### src/rtl/cbs_pkg.sv
`timescale 1ns / 1ps

package cbs_pkg;

    // Fixed geometry of the blit engine.
    localparam int PIXEL_BYTES     = 4;
    localparam int ADDR_WIDTH      = 48;
    localparam int MAX_DIM         = 4096;

    localparam int CFG_IDX_W  = 3;
    localparam int CFG_DATA_W = 48;
    localparam int IN_DATA_W  = 80;
    localparam int OUT_DATA_W = 160;

    // Width of a pixel offset after scaling by the pixel size.
    localparam int OFF_W   = 37;
    localparam int SUM_W   = 32;

    typedef logic signed [15:0] coord_t;
    typedef logic signed [SUM_W-1:0] sum_t;

    typedef enum logic [CFG_IDX_W-1:0] {
        REG_DST_BASE   = 3'd0,
        REG_DST_PITCH  = 3'd1,
        REG_DST_WIDTH  = 3'd2,
        REG_DST_HEIGHT = 3'd3,
        REG_SRC_BASE   = 3'd4,
        REG_SRC_PITCH  = 3'd5,
        REG_SRC_WIDTH  = 3'd6,
        REG_SRC_HEIGHT = 3'd7
    } cfg_idx_t;

    typedef enum logic {
        OP_COPY = 1'b0,
        OP_MOVE = 1'b1
    } op_t;

    typedef struct packed {
        logic [ADDR_WIDTH-1:0] dst_base;
        logic [13:0]           dst_pitch;
        logic [12:0]           dst_width;
        logic [12:0]           dst_height;
        logic [ADDR_WIDTH-1:0] src_base;
        logic [13:0]           src_pitch;
        logic [12:0]           src_width;
        logic [12:0]           src_height;
    } cfg_t;

    typedef struct packed {
        op_t         op;
        logic [12:0] dst_x;
        logic [12:0] dst_y;
        logic [12:0] src_x;
        logic [12:0] src_y;
        logic [12:0] rect_w;
        logic [12:0] rect_h;
    } cmd_t;

    // Clipped geometry of one request.
    typedef struct packed {
        logic        is_move;
        logic        empty;
        logic        desc;
        coord_t      dst_px;
        coord_t      dst_py;
        coord_t      src_px;
        coord_t      src_py;
        logic [14:0] line_bytes;
        logic [12:0] line_count;
    } clip_t;

    // Pixel offsets of the first line in both buffers.
    typedef struct packed {
        logic        is_move;
        logic        empty;
        logic        desc;
        sum_t        dst_sum;
        sum_t        src_sum;
        logic [14:0] line_bytes;
        logic [12:0] line_count;
    } offs_t;

endpackage

### src/rtl/clipped_blit_setup_core.sv
`timescale 1ns / 1ps

// Blit setup core: turns one blit request into the setup of a line-by-line
// DMA transfer (start addresses, bytes per line, line count, strides).
//
// Channels: the slave stream carries requests; s_tuser holds the operation
// (0 copy with clipping, 1 move within the destination buffer) and s_tdata
// the coordinates and rectangle size. The master stream carries one result
// request per input request; m_tuser holds the walk direction and the empty
// flag. The configuration port writes the eight buffer registers, one per
// cycle, and must only be used while no request is in flight.
//
// Pipeline and throughput: four register stages (input, clip, offset
// multiply, address add), passed in that order. One request is taken
// every cycle unless m_tready stalls the full pipeline; the pitch
// multiplier and the 48-bit base add each sit in a stage of their own.
//
// Reset clears every stage's valid flag and all configuration registers.
// When the receiver holds m_tready low the stages fill one by one; s_tready
// only falls once all four hold a request, so nothing is lost or repeated.

module clipped_blit_setup_core (
    input  logic                            clk,
    input  logic                            rst_n,
    // Configuration write port.
    input  logic                            cfg_we,
    input  logic [cbs_pkg::CFG_IDX_W-1:0]   cfg_index,
    input  logic [cbs_pkg::CFG_DATA_W-1:0]  cfg_wdata,
    // Request stream.
    input  logic                            s_tvalid,
    output logic                            s_tready,
    // s_tdata from bit 0: dst_x[12:0], dst_y[25:13], src_x[38:26],
    // src_y[51:39], rect_w[64:52], rect_h[77:65], zero fill[79:78].
    input  logic [cbs_pkg::IN_DATA_W-1:0]   s_tdata,
    // s_tuser: op[0].
    input  logic                            s_tuser,
    // Result stream.
    output logic                            m_tvalid,
    input  logic                            m_tready,
    // m_tdata from bit 0: dst_start[47:0], src_start[95:48],
    // line_bytes[110:96], line_count[123:111], dst_stride[139:124],
    // src_stride[155:140], zero fill[159:156].
    output logic [cbs_pkg::OUT_DATA_W-1:0]  m_tdata,
    // m_tuser from bit 0: descending[0], empty_res[1].
    output logic [1:0]                      m_tuser
);
    import cbs_pkg::*;

    cfg_t cfg;

    cbs_cfg_regs u_cfg (
        .clk       (clk),
        .rst_n     (rst_n),
        .cfg_we    (cfg_we),
        .cfg_index (cfg_index),
        .cfg_wdata (cfg_wdata),
        .cfg       (cfg)
    );

    // Stage handshake: a stage may load when it is empty or its content
    // moves on in the same cycle.
    logic a_valid_reg, b_valid_reg, c_valid_reg, d_valid_reg;
    logic a_ready, b_ready, c_ready, d_ready;

    assign d_ready  = !d_valid_reg || m_tready;
    assign c_ready  = !c_valid_reg || d_ready;
    assign b_ready  = !b_valid_reg || c_ready;
    assign a_ready  = !a_valid_reg || b_ready;
    assign s_tready = a_ready;
    assign m_tvalid = d_valid_reg;

    // Stage A: the request as received.
    cmd_t a_reg, a_next;

    always_comb
    begin
        a_next.op     = op_t'(s_tuser);
        a_next.dst_x  = s_tdata[12:0];
        a_next.dst_y  = s_tdata[25:13];
        a_next.src_x  = s_tdata[38:26];
        a_next.src_y  = s_tdata[51:39];
        a_next.rect_w = s_tdata[64:52];
        a_next.rect_h = s_tdata[77:65];
    end

    // Stage B: clipped geometry.
    clip_t b_reg, b_next;

    cbs_clip u_clip (
        .cmd  (a_reg),
        .cfg  (cfg),
        .clip (b_next)
    );

    // Stage C: pixel offsets. A move takes both addresses in the destination
    // buffer, so its source side uses the destination pitch.
    offs_t c_reg, c_next;
    sum_t  dst_sum, src_sum;
    logic [13:0] src_side_pitch;

    assign src_side_pitch = b_reg.is_move ? cfg.dst_pitch : cfg.src_pitch;

    cbs_mac u_dst_mac (
        .pitch (cfg.dst_pitch),
        .x     (b_reg.dst_px),
        .y     (b_reg.dst_py),
        .sum   (dst_sum)
    );

    cbs_mac u_src_mac (
        .pitch (src_side_pitch),
        .x     (b_reg.src_px),
        .y     (b_reg.src_py),
        .sum   (src_sum)
    );

    always_comb
    begin
        c_next.is_move    = b_reg.is_move;
        c_next.empty      = b_reg.empty;
        c_next.desc       = b_reg.desc;
        c_next.dst_sum    = dst_sum;
        c_next.src_sum    = src_sum;
        c_next.line_bytes = b_reg.line_bytes;
        c_next.line_count = b_reg.line_count;
    end

    // Stage D: byte addresses, wrapping modulo the address space (zero for an
    // empty request), and the packed result.
    localparam logic signed [4:0] BPP_S = 5'(PIXEL_BYTES);

    logic signed [OFF_W-1:0] dst_off, src_off;
    logic [ADDR_WIDTH-1:0]   dst_start, src_start, src_side_base;
    logic [15:0]             dst_stride, src_stride;
    logic [OUT_DATA_W-1:0]   d_data_reg, d_data_next;
    logic [1:0]              d_user_reg, d_user_next;

    always_comb
    begin
        dst_off       = c_reg.dst_sum * BPP_S;
        src_off       = c_reg.src_sum * BPP_S;
        src_side_base = c_reg.is_move ? cfg.dst_base : cfg.src_base;
        dst_start     = cfg.dst_base
                      + {{(ADDR_WIDTH-OFF_W){dst_off[OFF_W-1]}}, dst_off};
        src_start     = src_side_base
                      + {{(ADDR_WIDTH-OFF_W){src_off[OFF_W-1]}}, src_off};
        if (c_reg.empty)
        begin
            dst_start = '0;
            src_start = '0;
        end
        dst_stride = 16'({3'b000, cfg.dst_pitch} * 17'(PIXEL_BYTES));
        src_stride = c_reg.is_move ? dst_stride
                   : 16'({3'b000, cfg.src_pitch} * 17'(PIXEL_BYTES));

        d_data_next = {4'b0000, src_stride, dst_stride, c_reg.line_count,
                       c_reg.line_bytes, src_start, dst_start};
        d_user_next = {c_reg.empty, c_reg.desc};
    end

    assign m_tdata = d_data_reg;
    assign m_tuser = d_user_reg;

    // Valid flags.
    always_ff @(posedge clk or negedge rst_n)
    begin
        if (!rst_n)
        begin
            a_valid_reg <= 1'b0;
            b_valid_reg <= 1'b0;
            c_valid_reg <= 1'b0;
            d_valid_reg <= 1'b0;
        end
        else
        begin
            if (a_ready)
            begin
                a_valid_reg <= s_tvalid;
            end
            if (b_ready)
            begin
                b_valid_reg <= a_valid_reg;
            end
            if (c_ready)
            begin
                c_valid_reg <= b_valid_reg;
            end
            if (d_ready)
            begin
                d_valid_reg <= c_valid_reg;
            end
        end
    end

    // Payload registers load with their stage and need no reset.
    always_ff @(posedge clk)
    begin
        if (a_ready && s_tvalid)
        begin
            a_reg <= a_next;
        end
        if (b_ready && a_valid_reg)
        begin
            b_reg <= b_next;
        end
        if (c_ready && b_valid_reg)
        begin
            c_reg <= c_next;
        end
        if (d_ready && c_valid_reg)
        begin
            d_data_reg <= d_data_next;
            d_user_reg <= d_user_next;
        end
    end

endmodule

### src/rtl/cbs_cfg_regs.sv
`timescale 1ns / 1ps

module cbs_cfg_regs (
    input  logic                         clk,
    input  logic                         rst_n,
    input  logic                         cfg_we,
    input  logic [cbs_pkg::CFG_IDX_W-1:0]  cfg_index,
    input  logic [cbs_pkg::CFG_DATA_W-1:0] cfg_wdata,
    output cbs_pkg::cfg_t                cfg
);
    import cbs_pkg::*;

    cfg_t cfg_reg;

    assign cfg = cfg_reg;

    always_ff @(posedge clk or negedge rst_n)
    begin
        if (!rst_n)
        begin
            cfg_reg <= '0;
        end
        else if (cfg_we)
        begin
            case (cfg_idx_t'(cfg_index))
                REG_DST_BASE:   cfg_reg.dst_base   <= cfg_wdata[ADDR_WIDTH-1:0];
                REG_DST_PITCH:  cfg_reg.dst_pitch  <= cfg_wdata[13:0];
                REG_DST_WIDTH:  cfg_reg.dst_width  <= cfg_wdata[12:0];
                REG_DST_HEIGHT: cfg_reg.dst_height <= cfg_wdata[12:0];
                REG_SRC_BASE:   cfg_reg.src_base   <= cfg_wdata[ADDR_WIDTH-1:0];
                REG_SRC_PITCH:  cfg_reg.src_pitch  <= cfg_wdata[13:0];
                REG_SRC_WIDTH:  cfg_reg.src_width  <= cfg_wdata[12:0];
                REG_SRC_HEIGHT: cfg_reg.src_height <= cfg_wdata[12:0];
                default:        cfg_reg <= cfg_reg;
            endcase
        end
    end

endmodule

### src/rtl/cbs_clip.sv
`timescale 1ns / 1ps

module cbs_clip (
    input  cbs_pkg::cmd_t  cmd,
    input  cbs_pkg::cfg_t  cfg,
    output cbs_pkg::clip_t clip
);
    import cbs_pkg::*;

    function automatic coord_t smax(coord_t a, coord_t b);
        return (a > b) ? a : b;
    endfunction

    function automatic coord_t smin(coord_t a, coord_t b);
        return (a < b) ? a : b;
    endfunction

    function automatic coord_t sat_dim(logic [12:0] v);
        return (v > 13'(MAX_DIM)) ? coord_t'(MAX_DIM) : coord_t'({3'b000, v});
    endfunction

    function automatic coord_t sext(logic [12:0] v);
        return {{3{v[12]}}, v};
    endfunction

    coord_t dx, dy, sx, sy, w, h;
    coord_t ox, oy, x0, y0, x1, y1;
    coord_t up, span, lines;
    logic   copy_empty, move_empty, move_desc, is_move, empty;

    always_comb
    begin
        dx = sext(cmd.dst_x);
        dy = sext(cmd.dst_y);
        sx = sext(cmd.src_x);
        sy = sext(cmd.src_y);
        w  = sat_dim(cmd.rect_w);
        h  = sat_dim(cmd.rect_h);

        // Copy: intersect the shifted rectangle, the destination screen and
        // the shifted source buffer.
        ox = dx - sx;
        oy = dy - sy;
        x0 = smax(smax(16'sd0, ox), dx);
        y0 = smax(smax(16'sd0, oy), dy);
        x1 = smin(smin(sat_dim(cfg.dst_width), ox + sat_dim(cfg.src_width)), dx + w);
        y1 = smin(smin(sat_dim(cfg.dst_height), oy + sat_dim(cfg.src_height)), dy + h);
        copy_empty = (x1 <= x0) || (y1 <= y0);

        // Move: overlapping areas are walked bottom up when the destination
        // is not above the source.
        move_desc  = !(dy < sy);
        move_empty = (w == 16'sd0) || (h == 16'sd0);
        up         = move_desc ? (h - 16'sd1) : 16'sd0;

        is_move = (cmd.op == OP_MOVE);
        empty   = is_move ? move_empty : copy_empty;
        span    = is_move ? w : (x1 - x0);
        lines   = is_move ? h : (y1 - y0);

        clip.is_move = is_move;
        clip.empty   = empty;
        clip.desc    = is_move && move_desc && !empty;
        clip.dst_px  = is_move ? dx : x0;
        clip.dst_py  = is_move ? (dy + up) : y0;
        clip.src_px  = is_move ? sx : (x0 - ox);
        clip.src_py  = is_move ? (sy + up) : (y0 - oy);
        clip.line_bytes = empty ? 15'd0
                                : 15'({3'b000, span} * 19'(PIXEL_BYTES));
        clip.line_count = empty ? 13'd0 : lines[12:0];
    end

endmodule

### src/rtl/cbs_mac.sv
`timescale 1ns / 1ps

module cbs_mac (
    input  logic [13:0]     pitch,
    input  cbs_pkg::coord_t x,
    input  cbs_pkg::coord_t y,
    output cbs_pkg::sum_t   sum
);
    import cbs_pkg::*;

    logic signed [14:0] pitch_s;
    logic signed [30:0] prod;

    // Pixel offset of (x, y) in a buffer: pitch * y + x.
    always_comb
    begin
        pitch_s = {1'b0, pitch};
        prod    = pitch_s * y;
        sum     = {prod[30], prod} + {{(SUM_W-16){x[15]}}, x};
    end

endmodule
### config.mk
export PLATFORM = sky130hd
export DESIGN_NAME = clipped_blit_setup_core
export DESIGN_NICKNAME = d
export VERILOG_FILES = /design/src/rtl/cbs_pkg.sv /design/src/rtl/clipped_blit_setup_core.sv /design/src/rtl/cbs_cfg_regs.sv /design/src/rtl/cbs_clip.sv /design/src/rtl/cbs_mac.sv
export SDC_FILE = /design/constraint.sdc
export NUM_CORES = 2
export LEC_CHECK = 0
export CAP_MARGIN = 20
export CORE_AREA = 5 5 367 369
export DETAILED_ROUTE_END_ITERATION = 16
export DIE_AREA = 0 0 372 374
export DONT_BUFFER_PORTS = 1
export GPL_ROUTABILITY_DRIVEN = 0
export GPL_TIMING_DRIVEN = 0
export SETUP_SLACK_MARGIN = 0.02
export SYNTH_ARGS = -nofsm -noshare
export SYNTH_HDL_FRONTEND = slang
export SYNTH_HIERARCHICAL = 1
export SYNTH_SLANG_ARGS = --single-unit
### constraint.sdc
create_clock -name clk -period 15.8 [get_ports clk]
set_input_delay 0 -clock clk [delete_from_list [all_inputs] [get_ports clk]]
set_output_delay 0 -clock clk [all_outputs]
set_load 0.1 [all_outputs]
; ---- Yosys cells after proc, flatten, opt, wreduce, memory -nomap -nowiden
; Index checks and enable logic that the tools add are counted.
[word_totals]
regBits = 605
elab_cells = 136
input_bits = 137
out_inout_bits = 164
[classes]
n_addsub = 17
mux = 25
n_lt_le_gt_ge = 17
n_reduce_logical = 29
n_mul = 2
n_eq_ne = 7
[ops]
columns = cell, n
row1 = 16-bit two-way mux, 14
row2 = 13-bit two-way mux, 8
row3 = 48-bit adder, 2
row4 = 13-bit > comparator (second input constant), 6
row5 = 31-bit by 16-bit adder with 32-bit output, 2
row6 = 16-bit < comparator, 4
row7 = 15-bit by 16-bit multiplier with 31-bit output, 2
row8 = 48-bit two-way mux, 1
row9 = 13-bit by 16-bit adder with 16-bit output, 2
row10 = 16-bit by 13-bit > comparator with 1-bit output, 2
row11 = 16-bit less-or-equal comparator, 2
row12 = 16-bit logical NOT, 2
row13 = 16-bit by 14-bit subtractor with 16-bit output, 2
row14 = 13-bit by 14-bit adder with 15-bit output, 2
row15 = 14-bit by 14-bit adder with 15-bit output, 2
row16 = 1-bit by 14-bit > comparator with 1-bit output (first input constant), 2
row17 = 13-bit by 13-bit subtractor with 14-bit output, 2
row18 = 13-bit subtractor, 2
row19 = 2-bit AND reduction, 8
row20 = 16-bit by 2-bit subtractor with 16-bit output (second input constant), 1
row21 = 14-bit two-way mux, 1
row22 = 13-bit < comparator, 1
row23 = 3-bit == test (second input constant), 4
row24 = 3-bit by 2-bit == test with 1-bit output (second input constant), 2
row25 = 6 further kinds, 21

; ---- Longest topological paths before layout
[depth]
ltp_word = 12
ltp_mapped = 48
mapped_depth_nobuf = 44

; ---- Cells and area by module
; Netlist, hierarchy kept.
[modules_own_cells]
columns = module, seq_area_each_um2, area_each_um2, cells_each, instances
row1 = clipped_blit_setup_core, 12802.3, 19489.9, 1400, 1
row2 = cbs_clip, 0.0, 12620.9, 1808, 1
row3 = cbs_mac (u_src_mac), 0.0, 9785.6, 1107, 1
row4 = cbs_mac (u_dst_mac), 0.0, 9784.4, 1121, 1
row5 = cbs_cfg_regs, 4404.2, 6696.4, 377, 1

; ---- Least setup slack after synthesis
; Ideal clock, no wire load.
[synth_timing]
kind = register to register
from = register a_reg[52] in the netlist's numbering
to = register b_reg[16] in the netlist's numbering, data pin
path_stages_with_launch = 45
required_time_ps = 15534
synth_period_minus_slack_ps = 9481
n_path_buf = 4
setup_slack_ps = 6319
t_arrival_ps = 9215
setup_time_ps = 266
path_cell_list = edfxtp_1 -> inv_1 -> ha_1 -> inv_1 -> fa_1 -> a21o_1 -> a211oi_1 -> nor2_1 -> nor2_1 -> xor2_1 -> inv_1 -> ha_1 -> or3_1 -> a2111oi_0 -> nor2_1 -> a21oi_1 -> xor2_1 -> ha_1 -> (+9 left out) -> a21o_1 -> a21o_1 -> a2111oi_0 -> a21oi_1 -> clkbuf_1 -> mux2i_1 -> ha_1 -> inv_1 -> fa_1 -> a21o_1 -> a21oi_1 -> nor2b_1 -> o21ai_0 -> a21oi_1 -> a221o_1 -> a31oi_1 -> clkbuf_1 -> nor2_1
[synth_via]
elab_chain_len = 9
elab_cells_between_ends = 14
classes_between = add/sub: 3 / order compare: 5 / mux: 5 / reduce/logical: 1
[synth_lines]
columns = item, line_no
row1 = "start, declared", clipped_blit_setup_core.sv:73  ; cmd_t a_reg, a_next;
row2 = "start signal, assigned", clipped_blit_setup_core.sv:200  ; a_reg <= a_next;
row3 = 13-bit by 13-bit subtractor with 14-bit output, cbs_clip.sv:43  ; oy = dy - sy;
row4 = 14-bit by 14-bit adder with 15-bit output, cbs_clip.sv:47  ; y1 = smin(smin(sat_dim(cfg.dst_height), oy + sat_dim(cfg.src_height)), dy + h);
row5 = 16-bit < comparator, cbs_clip.sv:15  ; return (a < b) ? a : b;
row6 = 16-bit two-way mux, cbs_clip.sv:15
row7 = 16-bit < comparator, cbs_clip.sv:15
row8 = 16-bit two-way mux, cbs_clip.sv:15
row9 = 16-bit less-or-equal comparator *, cbs_clip.sv:48  ; copy_empty = (x1 <= x0) || (y1 <= y0);
row10 = 1-bit logical OR *, cbs_clip.sv:48
row11 = 1-bit two-way mux *, cbs_clip.sv:57  ; empty = is_move ? move_empty : copy_empty;
row12 = via u_clip.empty, cbs_clip.sv:29  ; logic copy_empty, move_empty, move_desc, is_move, empty;
row13 = "end signal, assigned", clipped_blit_setup_core.sv:204  ; b_reg <= b_next;
row14 = "end, declared", clipped_blit_setup_core.sv:87  ; clip_t b_reg, b_next;
; Mark *: on every way through the listed nets, which the timed path passes. The rest lies on a longest branch.
; A chain may end at the register's enable or synchronous reset.

; ---- Final worst setup path
[layout_timing]
from = register a_reg[52] in the netlist's numbering
to = register b_reg[1] in the netlist's numbering, data pin
[layout_via]
elab_chain_len = 9
elab_cells_between_ends = 16
classes_between = add/sub: 4 / order compare: 5 / mux: 6 / reduce/logical: 1
[layout_lines]
columns = item, line_no
row1 = 13-bit by 13-bit subtractor with 14-bit output, cbs_clip.sv:43
row2 = 14-bit by 14-bit adder with 15-bit output, cbs_clip.sv:47
row3 = 16-bit < comparator, cbs_clip.sv:15
row4 = 16-bit two-way mux, cbs_clip.sv:15
row5 = 16-bit < comparator, cbs_clip.sv:15
row6 = 16-bit two-way mux, cbs_clip.sv:15
row7 = 16-bit less-or-equal comparator, cbs_clip.sv:48
row8 = 1-bit logical OR, cbs_clip.sv:48
row9 = 1-bit two-way mux, cbs_clip.sv:57
; Parallel ways exist; a longest one is shown, timed or not.

==> impl_results.md <==
* Most common cell after layout, fill and taps aside: inv_1
* Final setup viols at 0
* Most frequent cells in the layout: inv_1, fa_1, ha_1
* Post-route ant nets at 0
* Register bit total from synthesis at 603
* CP dominant cell by count: ha_1
* CTS buffer count at 72
* Std cell rows at 133
* RSZ-0062 raised after global routing: false
* Antenna violations before repair at 11
* Routed len/inst at 22.3 µm
* Insertion delay to the later sink of the worst-skew pair at 0.68 ns
* First-pass GRT wire length at 268000 µm
* Async SR Flop Fraction at 29.9%
* Vias per std cell at 5.52
* Mapped Area at 58400 µm²
* Max FO, Critical Path at 10
* Worst-path clk slew at 0.06 ns
* Slew Limit Fails at 0
* Largest register FFs at 176
* Initial Util at 44.6%
* EDFF count, synth at 423
* I/O Buffers at 0
* Die ar. at 139000 µm²
* Die height at 374 µm
* FF-to-FF path depth at 46
* Fin. Hold Viols at 0
* Setup Skew at 0.0343 ns
* Syn Inst Count at 5813
* Hold slack at 0.0611 ns
* Slew HR at 19.3%
* Worst Max-Slew Pin Slew at 1.19 ns
* FF-to-FF End: b_reg[1]
* Largest net degree at the start of global routing at 181
* Core Region at 131000 µm²
* Register area share after synthesis at 29.5%
* Startpoint Class: flop
* Number of global-route vias before repair at 44500
* Drt first pass iters at 6
* Max Cap Viol at 0
* Crit-path max cell delay at 0.66 ns
* Dpl cells at 7593
* Die W at 372 µm
* Warnings, synthesis at 6
* Final min period at 12.38 ns
* Root buf cell: clkbuf_16
* Predominant post-synthesis flop cell: edfxtp_1
* CTS tree: yes
* Slowest cell on crit path: a31oi_1
* Clk sinks at 603
* DRC errors left at 0
* Reg-to-Reg Start: a_reg[52]
* H-Tree Level Count at 3
* Post-Route WL at 177000 µm
* Ratio of cells with drive above 1 in the final layout at 9.04%
* Total GRT Usage at 25.1%
* GR Overflow Total at 0
* Initial DRC count at 3245
* Pre-CTS worst setup slack at 3.87 ns
* R2R setup slack at 3.42 ns
* CP Class: flop to flop
* Avg Inst Size Synth at 10.0 µm²
* Area Overhead vs Synth at 12.5%
* DR vias at 43900
* PnR worst setup slack at 3.42 ns
* WP data required at 16.17 ns
* CP Capture Type: flop
* Worst min path class: input port to async pin
* Netlist cell types at 115
* Fin cells at 7954
* Setup Total Neg Slack at 0 ns
* DP HPWL at 143000 µm
* Crit share post-route at 78.3%
* Achievable Freq at 80.8 MHz
* Final nets at 7290
* Total I/O pin count at 301
* Critical Path AT at 12.75 ns
* Outcome: completed
* Clock Path Buffers at 3
worst max path at each step:
stage | from | to | cells after the start
2_1_floorplan | a_reg[52] | b_reg[16] | 44
3_3_place_gp | m_tvalid | m_tdata[53] | 2
3_5_place_dp | a_reg[52] | b_reg[25] | 46
4_1_cts | a_reg[52] | b_reg[1] | 46
5_1_grt | a_reg[52] | b_reg[1] | 46
6_report | a_reg[52] | b_reg[1] | 46
cells in the mapped netlist, drive strengths merged (159+ instances only):
cell type	number	share of area (%)
a21oi	319	2.8
and2	222	2.4
clkbuf	159	1.0
dfrtp	180	7.7
edfxtp	423	22
fa	514	18
ha	504	11
inv	812	5.2
mux2	296	5.9
nand2	476	3.1
nor2	322	2.1
o21ai	195	1.7
per-stage QoR:
stage / cell area [µm²] / util, %
floorplan: 58400 / -
global placement: 60600 / 46.3
detailed placement: 60900 / 46.5
CTS: 65600 / 50.2
global route: 65600 / 50.2
finish: 65600 / 50.2
worst max-delay path, delay by kind of cell (launching register included):
family / cells / cell delay (ns)
DFF: 1 / 0.52
AOI/OAI and AO/OA: 19 / 5.12
and+or+nand+nor: 8 / 1.17
adders and majority gates: 8 / 2.34
buffers and inverters: 8 / 1.94
muxes: 1 / 0.26
xor gates and xnor gates: 2 / 0.72
timing repair:
action                     in CTS  in global routing
hold buffers                  222                  0
resized for setup               0                  0
setup endpoints to repair       0                  0
buffers inserted                0                  0
hold endpoints to repair      483                  0
kinds of logic after synthesis:
group	count (synthesis)	share of synthesized area, %
simple gates	1541	13.0
buf+inv	1029	6.88
fa+ha+maj	1018	28.4
compound gates	1002	11.3
flops	603	29.5
mux	356	6.96
xor+xnor	262	3.93
other cells	2	0.0129
metal layers:
layer / GRT usage [%] / vias to the layer above / routed length, µm / share of wire (%)
li1: - / 20400 / - / -
met2: 40.3 / 1675 / 80100 / 45
met5: 0 / - / 0 / 0
met4: 10.0 / 0 / 7940 / 4.5
met3: 4.61 / 355 / 12400 / 7.0
met1: 33.7 / 21400 / 76700 / 43
cell type report:
class,count,area (µm²)
Antenna cell,7,17.5
Buffer,215,962
Clock buffer,91,2000
Clock inverter,40,519
Fill cell,12100,65100
Inverter,814,3060
Multi-Input combinational cell,4191,37200
Sequential cell,603,17200
Tap cell,1755,2200
Timing Repair Buffer,238,2490
Power is not shown: default switching activity piles up to over one toggle a cycle in this logic, so the estimate is an artifact.
